### config.mk
export PLATFORM = sky130hd
export DESIGN_NAME = mse_loss_and_gradient_unit
export DESIGN_NICKNAME = d
export VERILOG_FILES = /design/src/rtl/mse_pkg.sv /design/src/rtl/mse_front.sv /design/src/rtl/mse_queue.sv /design/src/rtl/mse_back.sv /design/src/rtl/mse_loss_and_gradient_unit.sv
export SDC_FILE = /design/constraint.sdc
export NUM_CORES = 1
export LEC_CHECK = 0
export BUFFER_PORTS_ARGS = -buffer_cell sky130_fd_sc_hd__buf_2
export CORE_AREA = 4 4 324 246
export CTS_BUF_LIST = sky130_fd_sc_hd__clkbuf_8
export DETAILED_ROUTE_END_ITERATION = 12
export DIE_AREA = 0 0 328 250
export PLACE_DENSITY_LB_ADDON = 0.08
export SYNTH_ARGS = -nofsm -noshare
export SYNTH_HDL_FRONTEND = slang
export SYNTH_HIERARCHICAL = 1
export SYNTH_SLANG_ARGS = --single-unit
### constraint.sdc
create_clock -name aclk -period 9.33 [get_ports aclk]
set_input_delay 1.3995 -clock aclk [delete_from_list [all_inputs] [get_ports aclk]]
set_output_delay 1.3995 -clock aclk [all_outputs]
set_load 0.05 [all_outputs]
### src/rtl/mse_pkg.sv
// Shared types and constants for the mean squared error loss and gradient unit.
// No dependencies; imported by every module of the block.
`timescale 1ns / 1ps
`default_nettype none

package mse_pkg;

    localparam int DATA_WIDTH_DEF   = 16;
    localparam int MAX_ELEMENTS_DEF = 4096;
    localparam int COUNT_W          = 13;
    localparam int SUM_W            = 48;
    localparam int LOSS_W           = 32;
    localparam int QUEUE_DEPTH      = 4;
    localparam int DIV_CNT_W        = $clog2(SUM_W + 1);

    localparam logic [LOSS_W-1:0] LOSS_MAX = 32'd4294836225;

    typedef enum logic [1:0] {
        BK_IDLE,
        BK_GRAD,
        BK_LOSS,
        BK_DONE
    } back_state_t;

    typedef struct packed {
        logic full;
        logic empty;
    } queue_status_t;

endpackage

`default_nettype wire

### src/rtl/mse_front.sv
// Front end: accepts element pairs, forms |target - prediction| and its square,
// accumulates the squares with saturation and pushes one entry per item. Uses mse_pkg.
`timescale 1ns / 1ps
`default_nettype none

module mse_front
    import mse_pkg::*;
#(
    parameter int DATA_WIDTH = DATA_WIDTH_DEF,
    parameter int ENTRY_W    = 2 + DATA_WIDTH + SUM_W
) (
    input  wire logic                         aclk,
    input  wire logic                         aresetn,
    input  wire logic                         s_valid,
    output logic                              s_ready,
    input  wire logic signed [DATA_WIDTH-1:0] s_target_value,
    input  wire logic signed [DATA_WIDTH-1:0] s_predicted_value,
    input  wire logic                         s_last_element,
    input  wire queue_status_t                q_status,
    output logic                              q_push,
    output logic [ENTRY_W-1:0]                q_entry
);

    localparam int DW    = DATA_WIDTH;
    localparam int SQ_W  = 2 * DW;
    localparam int ACC_W = ((SQ_W > SUM_W) ? SQ_W : SUM_W) + 1;
    localparam logic [ACC_W-1:0] SUM_MAX_W = ACC_W'({SUM_W{1'b1}});

    logic                 s1_valid_reg, s1_valid_next;
    logic                 s1_sign_reg;
    logic                 s1_last_reg;
    logic [DW-1:0]        s1_mag_reg;
    logic                 s2_valid_reg, s2_valid_next;
    logic                 s2_sign_reg;
    logic                 s2_last_reg;
    logic [DW-1:0]        s2_mag_reg;
    logic [SQ_W-1:0]      s2_sq_reg;
    logic [SUM_W-1:0]     sum_reg, sum_next;

    logic signed [DW:0]   diff;
    logic [DW:0]          diff_abs;
    logic                 s1_en;
    logic                 s2_en;
    logic [ACC_W-1:0]     acc_total;
    logic [SUM_W-1:0]     acc_sat;

    assign diff     = {s_target_value[DW-1], s_target_value}
                    - {s_predicted_value[DW-1], s_predicted_value};
    assign diff_abs = diff[DW] ? (DW+1)'(-diff) : diff;

    assign q_push  = s2_valid_reg && !q_status.full;
    assign s2_en   = !s2_valid_reg || q_push;
    assign s1_en   = !s1_valid_reg || s2_en;
    // hold ready low while in reset
    assign s_ready = s1_en && aresetn;

    assign s1_valid_next = s1_en ? s_valid : s1_valid_reg;
    assign s2_valid_next = s2_en ? s1_valid_reg : s2_valid_reg;

    // saturating accumulate of the square leaving stage two
    assign acc_total = ACC_W'(sum_reg) + ACC_W'(s2_sq_reg);
    assign acc_sat   = (acc_total > SUM_MAX_W) ? {SUM_W{1'b1}} : acc_total[SUM_W-1:0];

    always_comb begin
        sum_next = sum_reg;
        if (q_push) begin
            sum_next = s2_last_reg ? '0 : acc_sat;
        end
    end

    assign q_entry = {s2_sign_reg, s2_last_reg, s2_mag_reg, acc_sat};

    always_ff @(posedge aclk) begin
        if (!aresetn) begin
            s1_valid_reg <= 1'b0;
            s2_valid_reg <= 1'b0;
            sum_reg      <= '0;
        end else begin
            s1_valid_reg <= s1_valid_next;
            s2_valid_reg <= s2_valid_next;
            sum_reg      <= sum_next;
        end
    end

    always_ff @(posedge aclk) begin
        if (s1_en) begin
            s1_sign_reg <= diff[DW];
            s1_last_reg <= s_last_element;
            s1_mag_reg  <= diff_abs[DW-1:0];
        end
        if (s2_en) begin
            s2_sign_reg <= s1_sign_reg;
            s2_last_reg <= s1_last_reg;
            s2_mag_reg  <= s1_mag_reg;
            s2_sq_reg   <= SQ_W'(s1_mag_reg) * SQ_W'(s1_mag_reg);
        end
    end

endmodule

`default_nettype wire

### src/rtl/mse_queue.sv
// Small register queue between the front end and the divider back end.
// Uses mse_pkg for the status struct.
`timescale 1ns / 1ps
`default_nettype none

module mse_queue
    import mse_pkg::*;
#(
    parameter int WIDTH = 8,
    parameter int DEPTH = QUEUE_DEPTH
) (
    input  wire logic             aclk,
    input  wire logic             aresetn,
    input  wire logic             push,
    input  wire logic [WIDTH-1:0] push_data,
    input  wire logic             pop,
    output logic [WIDTH-1:0]      pop_data,
    output queue_status_t         status
);

    localparam int PTR_W = (DEPTH > 1) ? $clog2(DEPTH) : 1;
    localparam int CNT_W = $clog2(DEPTH + 1);

    logic [WIDTH-1:0] mem [DEPTH];
    logic [PTR_W-1:0] wr_ptr_reg, wr_ptr_next;
    logic [PTR_W-1:0] rd_ptr_reg, rd_ptr_next;
    logic [CNT_W-1:0] count_reg, count_next;

    assign status.full  = (count_reg == CNT_W'(DEPTH));
    assign status.empty = (count_reg == '0);
    assign pop_data     = mem[rd_ptr_reg];

    always_comb begin
        wr_ptr_next = wr_ptr_reg;
        rd_ptr_next = rd_ptr_reg;
        count_next  = count_reg;
        if (push) begin
            wr_ptr_next = (wr_ptr_reg == PTR_W'(DEPTH - 1)) ? '0 : wr_ptr_reg + 1'b1;
        end
        if (pop) begin
            rd_ptr_next = (rd_ptr_reg == PTR_W'(DEPTH - 1)) ? '0 : rd_ptr_reg + 1'b1;
        end
        if (push && !pop) begin
            count_next = count_reg + 1'b1;
        end else if (pop && !push) begin
            count_next = count_reg - 1'b1;
        end
    end

    always_ff @(posedge aclk) begin
        if (!aresetn) begin
            wr_ptr_reg <= '0;
            rd_ptr_reg <= '0;
            count_reg  <= '0;
        end else begin
            wr_ptr_reg <= wr_ptr_next;
            rd_ptr_reg <= rd_ptr_next;
            count_reg  <= count_next;
        end
    end

    always_ff @(posedge aclk) begin
        if (push) begin
            mem[wr_ptr_reg] <= push_data;
        end
    end

    a_no_overflow: assert property (@(posedge aclk) disable iff (!aresetn)
        push |-> (!status.full || pop))
        else $error("queue push while full");

    a_no_underflow: assert property (@(posedge aclk) disable iff (!aresetn)
        pop |-> !status.empty)
        else $error("queue pop while empty");

    a_count_step: assert property (@(posedge aclk) disable iff (!aresetn)
        (push && !pop) |=> (count_reg == $past(count_reg) + 1'b1))
        else $error("queue count did not advance on push");

endmodule

`default_nettype wire

### src/rtl/mse_back.sv
// Back end: pops queue entries and runs a shared restoring divider, one quotient
// bit per cycle, for the gradient and, on the last element, the loss. Uses mse_pkg.
`timescale 1ns / 1ps
`default_nettype none

module mse_back
    import mse_pkg::*;
#(
    parameter int DATA_WIDTH = DATA_WIDTH_DEF,
    parameter int ENTRY_W    = 2 + DATA_WIDTH + SUM_W
) (
    input  wire logic                         aclk,
    input  wire logic                         aresetn,
    input  wire logic [COUNT_W-1:0]           divisor,
    input  wire queue_status_t                q_status,
    input  wire logic [ENTRY_W-1:0]           q_entry,
    output logic                              q_pop,
    output logic                              m_valid,
    input  wire logic                         m_ready,
    output logic signed [DATA_WIDTH+1:0]      m_gradient,
    output logic [LOSS_W-1:0]                 m_loss,
    output logic                              m_loss_valid
);

    localparam int DW   = DATA_WIDTH;
    localparam int GD_W = DW + 2;

    back_state_t            state_reg, state_next;
    logic [COUNT_W-1:0]     rem_reg, rem_next;
    logic [SUM_W-1:0]       dvd_reg, dvd_next;
    logic [DIV_CNT_W-1:0]   cnt_reg, cnt_next;
    logic                   sign_reg, sign_next;
    logic                   last_reg, last_next;
    logic [SUM_W-1:0]       sum_reg, sum_next;
    logic signed [GD_W-1:0] grad_reg, grad_next;
    logic [LOSS_W-1:0]      loss_reg, loss_next;
    logic                   m_valid_reg, m_valid_next;
    logic signed [GD_W-1:0] m_gradient_reg, m_gradient_next;
    logic [LOSS_W-1:0]      m_loss_reg, m_loss_next;
    logic                   m_loss_valid_reg, m_loss_valid_next;

    logic                   e_sign;
    logic                   e_last;
    logic [DW-1:0]          e_mag;
    logic [SUM_W-1:0]       e_sum;
    logic [COUNT_W:0]       trial;
    logic [COUNT_W+1:0]     trial_diff;
    logic                   trial_ge;
    logic [COUNT_W-1:0]     rem_step;
    logic [SUM_W-1:0]       dvd_step;
    logic [GD_W-1:0]        grad_q;

    assign {e_sign, e_last, e_mag, e_sum} = q_entry;

    // one restoring step: shift in the next dividend bit, subtract if it fits
    assign trial      = {rem_reg, dvd_reg[SUM_W-1]};
    assign trial_diff = {1'b0, trial} - {2'b00, divisor};
    assign trial_ge   = !trial_diff[COUNT_W+1];
    assign rem_step   = trial_ge ? trial_diff[COUNT_W-1:0] : trial[COUNT_W-1:0];
    assign dvd_step   = {dvd_reg[SUM_W-2:0], trial_ge};
    assign grad_q     = {1'b0, dvd_step[DW:0]};

    always_comb begin
        state_next        = state_reg;
        rem_next          = rem_reg;
        dvd_next          = dvd_reg;
        cnt_next          = cnt_reg;
        sign_next         = sign_reg;
        last_next         = last_reg;
        sum_next          = sum_reg;
        grad_next         = grad_reg;
        loss_next         = loss_reg;
        m_valid_next      = m_valid_reg && !m_ready;
        m_gradient_next   = m_gradient_reg;
        m_loss_next       = m_loss_reg;
        m_loss_valid_next = m_loss_valid_reg;
        q_pop             = 1'b0;

        unique case (state_reg)
            BK_IDLE: begin
                if (!q_status.empty) begin
                    q_pop      = 1'b1;
                    sign_next  = e_sign;
                    last_next  = e_last;
                    sum_next   = e_sum;
                    rem_next   = '0;
                    dvd_next   = {e_mag, 1'b0, (SUM_W - DW - 1)'(0)};
                    cnt_next   = DIV_CNT_W'(DW + 1);
                    state_next = BK_GRAD;
                end
            end
            BK_GRAD: begin
                rem_next = rem_step;
                dvd_next = dvd_step;
                cnt_next = cnt_reg - 1'b1;
                if (cnt_reg == DIV_CNT_W'(1)) begin
                    grad_next = sign_reg ? -grad_q : grad_q;
                    loss_next = '0;
                    if (last_reg) begin
                        rem_next   = '0;
                        dvd_next   = sum_reg;
                        cnt_next   = DIV_CNT_W'(SUM_W);
                        state_next = BK_LOSS;
                    end else begin
                        state_next = BK_DONE;
                    end
                end
            end
            BK_LOSS: begin
                rem_next = rem_step;
                dvd_next = dvd_step;
                cnt_next = cnt_reg - 1'b1;
                if (cnt_reg == DIV_CNT_W'(1)) begin
                    loss_next  = (dvd_step > SUM_W'(LOSS_MAX)) ? LOSS_MAX
                                                               : dvd_step[LOSS_W-1:0];
                    state_next = BK_DONE;
                end
            end
            BK_DONE: begin
                // hold the result until the output register frees up
                if (!m_valid_reg || m_ready) begin
                    m_valid_next      = 1'b1;
                    m_gradient_next   = grad_reg;
                    m_loss_next       = loss_reg;
                    m_loss_valid_next = last_reg;
                    state_next        = BK_IDLE;
                end
            end
            default: begin
                state_next = BK_IDLE;
            end
        endcase
    end

    always_ff @(posedge aclk) begin
        if (!aresetn) begin
            state_reg   <= BK_IDLE;
            m_valid_reg <= 1'b0;
        end else begin
            state_reg   <= state_next;
            m_valid_reg <= m_valid_next;
        end
    end

    always_ff @(posedge aclk) begin
        rem_reg          <= rem_next;
        dvd_reg          <= dvd_next;
        cnt_reg          <= cnt_next;
        sign_reg         <= sign_next;
        last_reg         <= last_next;
        sum_reg          <= sum_next;
        grad_reg         <= grad_next;
        loss_reg         <= loss_next;
        m_gradient_reg   <= m_gradient_next;
        m_loss_reg       <= m_loss_next;
        m_loss_valid_reg <= m_loss_valid_next;
    end

    assign m_valid      = m_valid_reg;
    assign m_gradient   = m_gradient_reg;
    assign m_loss       = m_loss_reg;
    assign m_loss_valid = m_loss_valid_reg;

    a_done_waits: assert property (@(posedge aclk) disable iff (!aresetn)
        (state_reg == BK_DONE && m_valid_reg && !m_ready) |=> (state_reg == BK_DONE))
        else $error("result dropped while output stalled");

    a_loss_zero: assert property (@(posedge aclk) disable iff (!aresetn)
        (m_valid_reg && !m_loss_valid_reg) |-> (m_loss_reg == '0))
        else $error("loss nonzero on non-last result");

    a_loss_only_last: assert property (@(posedge aclk) disable iff (!aresetn)
        (state_reg == BK_LOSS) |-> last_reg)
        else $error("loss division on non-last element");

    a_grad_to_done: assert property (@(posedge aclk) disable iff (!aresetn)
        (state_reg == BK_GRAD && cnt_reg == DIV_CNT_W'(1) && !last_reg)
        |=> (state_reg == BK_DONE))
        else $error("gradient division did not finish");

endmodule

`default_nettype wire

### src/rtl/mse_loss_and_gradient_unit.sv
// Mean squared error loss and gradient unit: top level.
// Element pairs enter on the s_ channel (valid/ready); each is accepted when
// s_valid and s_ready are both high and yields exactly one result on the m_
// channel: gradient = 2*(target - prediction)/N in Q6.12, truncated toward zero.
// On an element with s_last_element set the result also carries the run's mean
// squared error in Q8.24 (saturated at 65535^2) with m_loss_valid high; m_loss is
// zero otherwise. N must be written by the user through the cfg_ channel only
// while the unit is idle; the block itself does not enforce this. Zero counts
// as one and counts above MAX_ELEMENTS are clamped. Throughput: a bit-serial
// divider sets the rate, one quotient bit per cycle. An ordinary element runs
// a gradient division in the back end; a last element adds a loss division
// over the accumulated sum. Before the back end, an element passes the front
// pipeline registers s1 and s2 and the queue. A four-entry queue lets the front
// keep accepting while the divider works or the receiver stalls; when m_ready is
// low the result holds in the output register and the queue fills, after which
// s_ready drops.
// Reset (aresetn low, synchronous) clears the accumulator, empties the queue,
// drops m_valid and sets N to one; both ready outputs stay low during reset.
// Depends on mse_pkg, mse_front, mse_queue and mse_back.
`timescale 1ns / 1ps
`default_nettype none

module mse_loss_and_gradient_unit
    import mse_pkg::*;
#(
    parameter int MAX_ELEMENTS = MAX_ELEMENTS_DEF,
    parameter int DATA_WIDTH   = DATA_WIDTH_DEF
) (
    input  wire logic                         aclk,
    input  wire logic                         aresetn,
    input  wire logic                         cfg_valid,
    output logic                              cfg_ready,
    input  wire logic [COUNT_W-1:0]           cfg_data,
    input  wire logic                         s_valid,
    output logic                              s_ready,
    input  wire logic signed [DATA_WIDTH-1:0] s_target_value,
    input  wire logic signed [DATA_WIDTH-1:0] s_predicted_value,
    input  wire logic                         s_last_element,
    output logic                              m_valid,
    input  wire logic                         m_ready,
    output logic signed [DATA_WIDTH+1:0]      m_gradient,
    output logic [LOSS_W-1:0]                 m_loss,
    output logic                              m_loss_valid
);

    localparam int ENTRY_W = 2 + DATA_WIDTH + SUM_W;
    localparam int LIM_W   = 18;

    logic [COUNT_W-1:0] divisor_reg, divisor_next;
    queue_status_t      q_status;
    logic               q_push;
    logic               q_pop;
    logic [ENTRY_W-1:0] push_entry;
    logic [ENTRY_W-1:0] pop_entry;

    assign cfg_ready = aresetn;

    // store the divisor already clamped to 1..MAX_ELEMENTS
    always_comb begin
        divisor_next = divisor_reg;
        if (cfg_valid) begin
            if (cfg_data == '0) begin
                divisor_next = COUNT_W'(1);
            end else if (LIM_W'(cfg_data) > LIM_W'(MAX_ELEMENTS)) begin
                divisor_next = COUNT_W'(MAX_ELEMENTS);
            end else begin
                divisor_next = cfg_data;
            end
        end
    end

    always_ff @(posedge aclk) begin
        if (!aresetn) begin
            divisor_reg <= COUNT_W'(1);
        end else begin
            divisor_reg <= divisor_next;
        end
    end

    mse_front #(
        .DATA_WIDTH (DATA_WIDTH),
        .ENTRY_W    (ENTRY_W)
    ) u_front (
        .aclk              (aclk),
        .aresetn           (aresetn),
        .s_valid           (s_valid),
        .s_ready           (s_ready),
        .s_target_value    (s_target_value),
        .s_predicted_value (s_predicted_value),
        .s_last_element    (s_last_element),
        .q_status          (q_status),
        .q_push            (q_push),
        .q_entry           (push_entry)
    );

    mse_queue #(
        .WIDTH (ENTRY_W),
        .DEPTH (QUEUE_DEPTH)
    ) u_queue (
        .aclk      (aclk),
        .aresetn   (aresetn),
        .push      (q_push),
        .push_data (push_entry),
        .pop       (q_pop),
        .pop_data  (pop_entry),
        .status    (q_status)
    );

    mse_back #(
        .DATA_WIDTH (DATA_WIDTH),
        .ENTRY_W    (ENTRY_W)
    ) u_back (
        .aclk         (aclk),
        .aresetn      (aresetn),
        .divisor      (divisor_reg),
        .q_status     (q_status),
        .q_entry      (pop_entry),
        .q_pop        (q_pop),
        .m_valid      (m_valid),
        .m_ready      (m_ready),
        .m_gradient   (m_gradient),
        .m_loss       (m_loss),
        .m_loss_valid (m_loss_valid)
    );

endmodule

`default_nettype wire
Yosys cells after proc, flatten, opt, wreduce, memory -nomap -nowiden
Memories as Yosys holds them, arrays and structs flattened. A register that Yosys moved wholly into a read port is not among the register bits.
Index checks and enable logic that the tools add are counted.
W data, S select, Z words.
- word-level logic and storage cells: 124
- bits in latches: 0
- bits in registers: 359
- memories kept: 1
- RAM bits: 264
- memory bits (read-only): 0
- memories (name ; words ; bits a word ; rd ports ; clocked after memory_dff ; write ports ; line ; text):
    u_queue.mem ; 4 ; 66 ; 1 ; 1 ; 1 ; mse_queue.sv:24 ; logic [WIDTH-1:0] mem [DEPTH];
- order comparisons: 3
- shift-type cells: 0
- bitwise logic cells: 1
- eq/ne operators: 11
- divide/modulo/power cells: 0
- multipliers: 1
- multiplexer cells: 41
- $add $sub $neg: 10
- reduce and logical (&&, ||, !) cells: 28
- operators by type and width (operator ; count):
    $mux W48 ; 5
    $pmux W48 S3 ; 1
    $mux W32 ; 3
    $mux W13 ; 6
    $pmux W32 S2 ; 1
    $add A48 B32 Y49 ; 1
    $gt A49 B48 Y1 const B ; 1
    $gt A48 B32 Y1 const B ; 1
    $pmux W13 S3 ; 1
    $mul A16 B16 Y32 ; 1
    $mux W6 ; 3
    $neg A17 Y18 ; 1
    $pmux W6 S3 ; 1
    $mux W17 ; 1
    $sub A16 B16 Y17 ; 1
    $mux W16 ; 1
    $mux W2 ; 8
    $neg A16 Y16 ; 1
    $sub A14 B13 Y15 ; 1
    $gt A13 B13 Y1 const B ; 1
    $logic_not A13 Y1 ; 1
    $eq A2 B2 Y1 const B ; 4
    $logic_not A1 Y1 ; 8
    $pmux W2 S4 ; 1
    other kinds (21) ; 41

Longest topological paths before layout
- depth in word-level cells: 7
- depth in mapped cells: 25

By module
Netlist, hierarchy kept.
- modules (own cells, without submodules) (module ; area each (µm²) ; instances ; cells each):
    mse_front ; 14556.5 ; 1 ; 1613
    mse_queue ; 9975.8 ; 1 ; 388
    mse_back ; 9138.8 ; 1 ; 598
    mse_loss_and_gradient_unit ; 573.0 ; 1 ; 66

Worst setup path before layout
No wires, ideal clock.
- path type: register to register
- from: register u_front.s1_mag_reg[1]
- to: register u_front.s2_sq_reg[30] (data pin)
- setup time: 258 ps
- arrival time: 6218 ps
- slack: 2854 ps
- period minus slack after synthesis: 6476 ps
- cell stages (with the launch flop): 26
- cell sequence: edfxtp_1 clkbuf_1 clkbuf_1 and2_1 fa_1 inv_1 fa_1 inv_1 fa_1 inv_1 fa_1 inv_1 fa_1 inv_1 fa_1 inv_1 ha_1 a21o_1 a21o_1 a211o_1 a31oi_1 o21ai_0 a31oi_1 o2111ai_1 a21oi_1 xnor2_1
- longest elaborated chain between the ends: 1
- RTL lines (element ; line ; text):
    start: declaration ; mse_front.sv:32 ; logic [DW-1:0] s1_mag_reg;
    start signal: assignment ; mse_front.sv:89 ; s1_mag_reg <= diff_abs[DW-1:0];
    $mul A16 B16 Y32 ; mse_front.sv:95 ; s2_sq_reg <= SQ_W'(s1_mag_reg) * SQ_W'(s1_mag_reg);
    end signal: assignment ; mse_front.sv:95 ;
    end: declaration ; mse_front.sv:37 ; logic [SQ_W-1:0] s2_sq_reg;
No other way between the ends.
A chain may end at the register's enable or synchronous reset.

Final worst setup path
Same ends and word-level chain as after synthesis.

==> metrics <==
status complete, no violations; RSZ-0062 raised after global routing no; Clock Skews approximately 43 ps; H-tree depth 3; post-layout min period 7100 ps; sequential share of the synthesized area a little over half; Initial Util roughly 45%; EDFF count, synth 548; top post-synthesis cells by count 548 x edfxtp_1, 331 x inv_1, 188 x nand2_1; Fmax achieved 0.141 GHz; Fillers just under 7k; critical path peak fanout 20; Core Footprint about 77000 µm²; num rows 88; Num CTS Buffers roughly 100; Worst Path Buf+Inv 6; Pins Over Slew Limit 0; Remaining DRCs 0; total area of sequential cells between 15000 and 20000 µm²; # clock sinks roughly 620; leading area contributor after synthesis edfxtp_1; Placer Congestion between 0.8 and 0.9; clock insertion delay at the later pin of the skew report 730 ps; area of the mapped netlist 34200 µm²; crit-path leading delay family adder cells; antenna violations before repair 1; Worst Hold Class register to register; final hold viol count 0; Antenna Nets Post-Route 0; DR vias 20.9k; grt ovf 0; TritonCTS clock tree yes; I/O Buffers 104; FFs w/ async S/R, synth 0%; setup tns final 0 ps; cell with the most instances after synthesis edfxtp_1; Die Y ~250 µm; Synth top area share between 40% and 50%; Layout area overhead 10.1%; Hold Buf Count CTS 0; Iter 0 DRT Violations roughly 1.7k; Largest register FFs between 200 and 300; Final Net Count roughly 3.2k; vias per inst about 5.4; WL final 75000 µm; layout cells sized above 1 about an eighth; Max-slew headroom approximately 23%; register bit count reported by yosys ~620; vias in the first global route ~21k; post-DP HPWL around 54000 µm; crit path kind register to register; crit end category register; drt wl/cell between 15 and 20 µm; total I/O pin count roughly 110; die area just over 80000 µm²; largest net degree at the start of global routing just under 70; gate count after technology mapping approximately 2.7k; Die X around 330 µm; Clock transition at path regs roughly 60 ps; Worst Path Arrival around 7500 ps; CP max-delay cell edfxtp_1; Max-Cap Viols 0; crit path cell chain and2_1 > fa_1 > inv_1 > fa_1 > inv_1 > fa_1 > inv_1 > fa_1 > inv_1 > fa_1 > inv_1 > fa_1 > inv_1 > ha_1 > a21o_1 > a21o_1 > a211o_1 > a31oi_1 > o21ai_0 > a31oi_1 > o2111ai_1 > a21oi_1 > xnor2_1; Main synth FF type edfxtp_1; total track usage 18.6%; clock root buffer clkbuf_8; Worst EP required 9780 ps; Unique masters post-synth 93; final setup violation count 0; post-cts sizing count 0; Biggest register u_queue/mem; crit share post-route ~76%; Area contributors post-synth edfxtp_1 48%, fa_1 9.8%, ha_1 6.5%; first-pass GRT wire length about 120000 µm; Synth Area per Inst between 10 and 15 µm²; startpoint types register; Post-CTS Setup Inserts 0; worst slew pin tran roughly 1100 ps; 1st-pass router iterations 5; Worst path max stage delay 720 ps; deepest clock path buffer count 3; multi-input logic area roughly 15000 µm²; Mapped Nets about 3.1k; YS warnings 6
==> cell type report <==
type / instances / area share [%]
repair buffers: 125 / 1.80
diodes: 4 / 0.0265
clock inverters: 77 / 1.36
well taps: 1035 / 3.43
inverters: 331 / 3.30
flip-flops and latches: 623 / 47.6
multi-input cells: 1607 / 38.6
clock buffers: 105 / 3.83
==> routing by layer <==
| layer | up-vias | routed length [µm] | track usage, % |
|---|---|---|---|
| met5 | - | 0 | 0 |
| met4 | 0 | 1460 | 4.57 |
| met3 | 108 | 3810 | 3.21 |
| met2 | 477 | 33400 | 28.4 |
| met1 | 10600 | 36300 | 27.9 |
| li1 | 9779 | - | - |
==> layout by cell type (no fill, tap or decap), drive strengths merged, types with 65 or more instances in the layout <==
cell type | netlist | routed
a21oi | 110 | 110
and2 | 65 | 65
buf | 38 | 125
clkbuf | 66 | 105
dfxtp | 75 | 75
edfxtp | 548 | 548
fa | 167 | 167
ha | 179 | 179
inv | 331 | 377
mux4 | 66 | 66
nand2 | 189 | 189
nor2 | 118 | 118
o21ai | 74 | 74
xnor2 | 85 | 85
==> final timing paths <==
| check | depth (start not counted) | to | slack [ps] | start |
|---|---|---|---|---|
| max reg2reg | 23 | u_front/s2_sq_reg[30] | 2230 | u_front/s1_mag_reg[1] |
| min | 0 | u_back/m_loss[3] | 410 | u_back/loss_reg[3] |
| max | 23 | u_front/s2_sq_reg[30] | 2230 | u_front/s1_mag_reg[1] |
| min reg2reg | 0 | u_back/m_loss[3] | 410 | u_back/loss_reg[3] |
==> kinds of logic (layout without fill, tap and decap cells) <==
kind of cell	Yosys count	in the layout	synth area share, %
muxes	84	84	4.88
other	0	4	0
buffers and inverters	435	638	5.18
and+or+nand+nor	585	585	8.40
adders and majority gates	346	346	16.3
AOI/OAI and AO/OA	465	465	9.55
DFF	623	623	52.4
xor gates and xnor gates	127	127	3.25
==> through the flow <==
step	worst slack (ps)	util [%]	hold slack, ps	std cells	area [µm²]
4_1_cts	2310	49.3	418	3903	37700
5_1_grt	1770	49.3	423	3904	37700
6_report	2230	49.3	415	3907	37700
3_5_place_dp	2340	46.7	405	3721	35700
3_3_place_gp	2370	46.7	404	3721	35700
2_1_floorplan	2850	-	400	2665	34200
==> worst register-to-register path, delay by kind of cell (launching register included) <==
family / cells / cell delay (ps)
flops: 1 / 720
fa+ha+maj: 7 / 3370
xor+xnor: 1 / 80
compound gates: 8 / 2050
buf+inv: 6 / 300
simple gates: 1 / 330
Power is left out: the tool's default activity adds up to more than one toggle a clock period on the data nets, which glitch-free logic cannot reach.
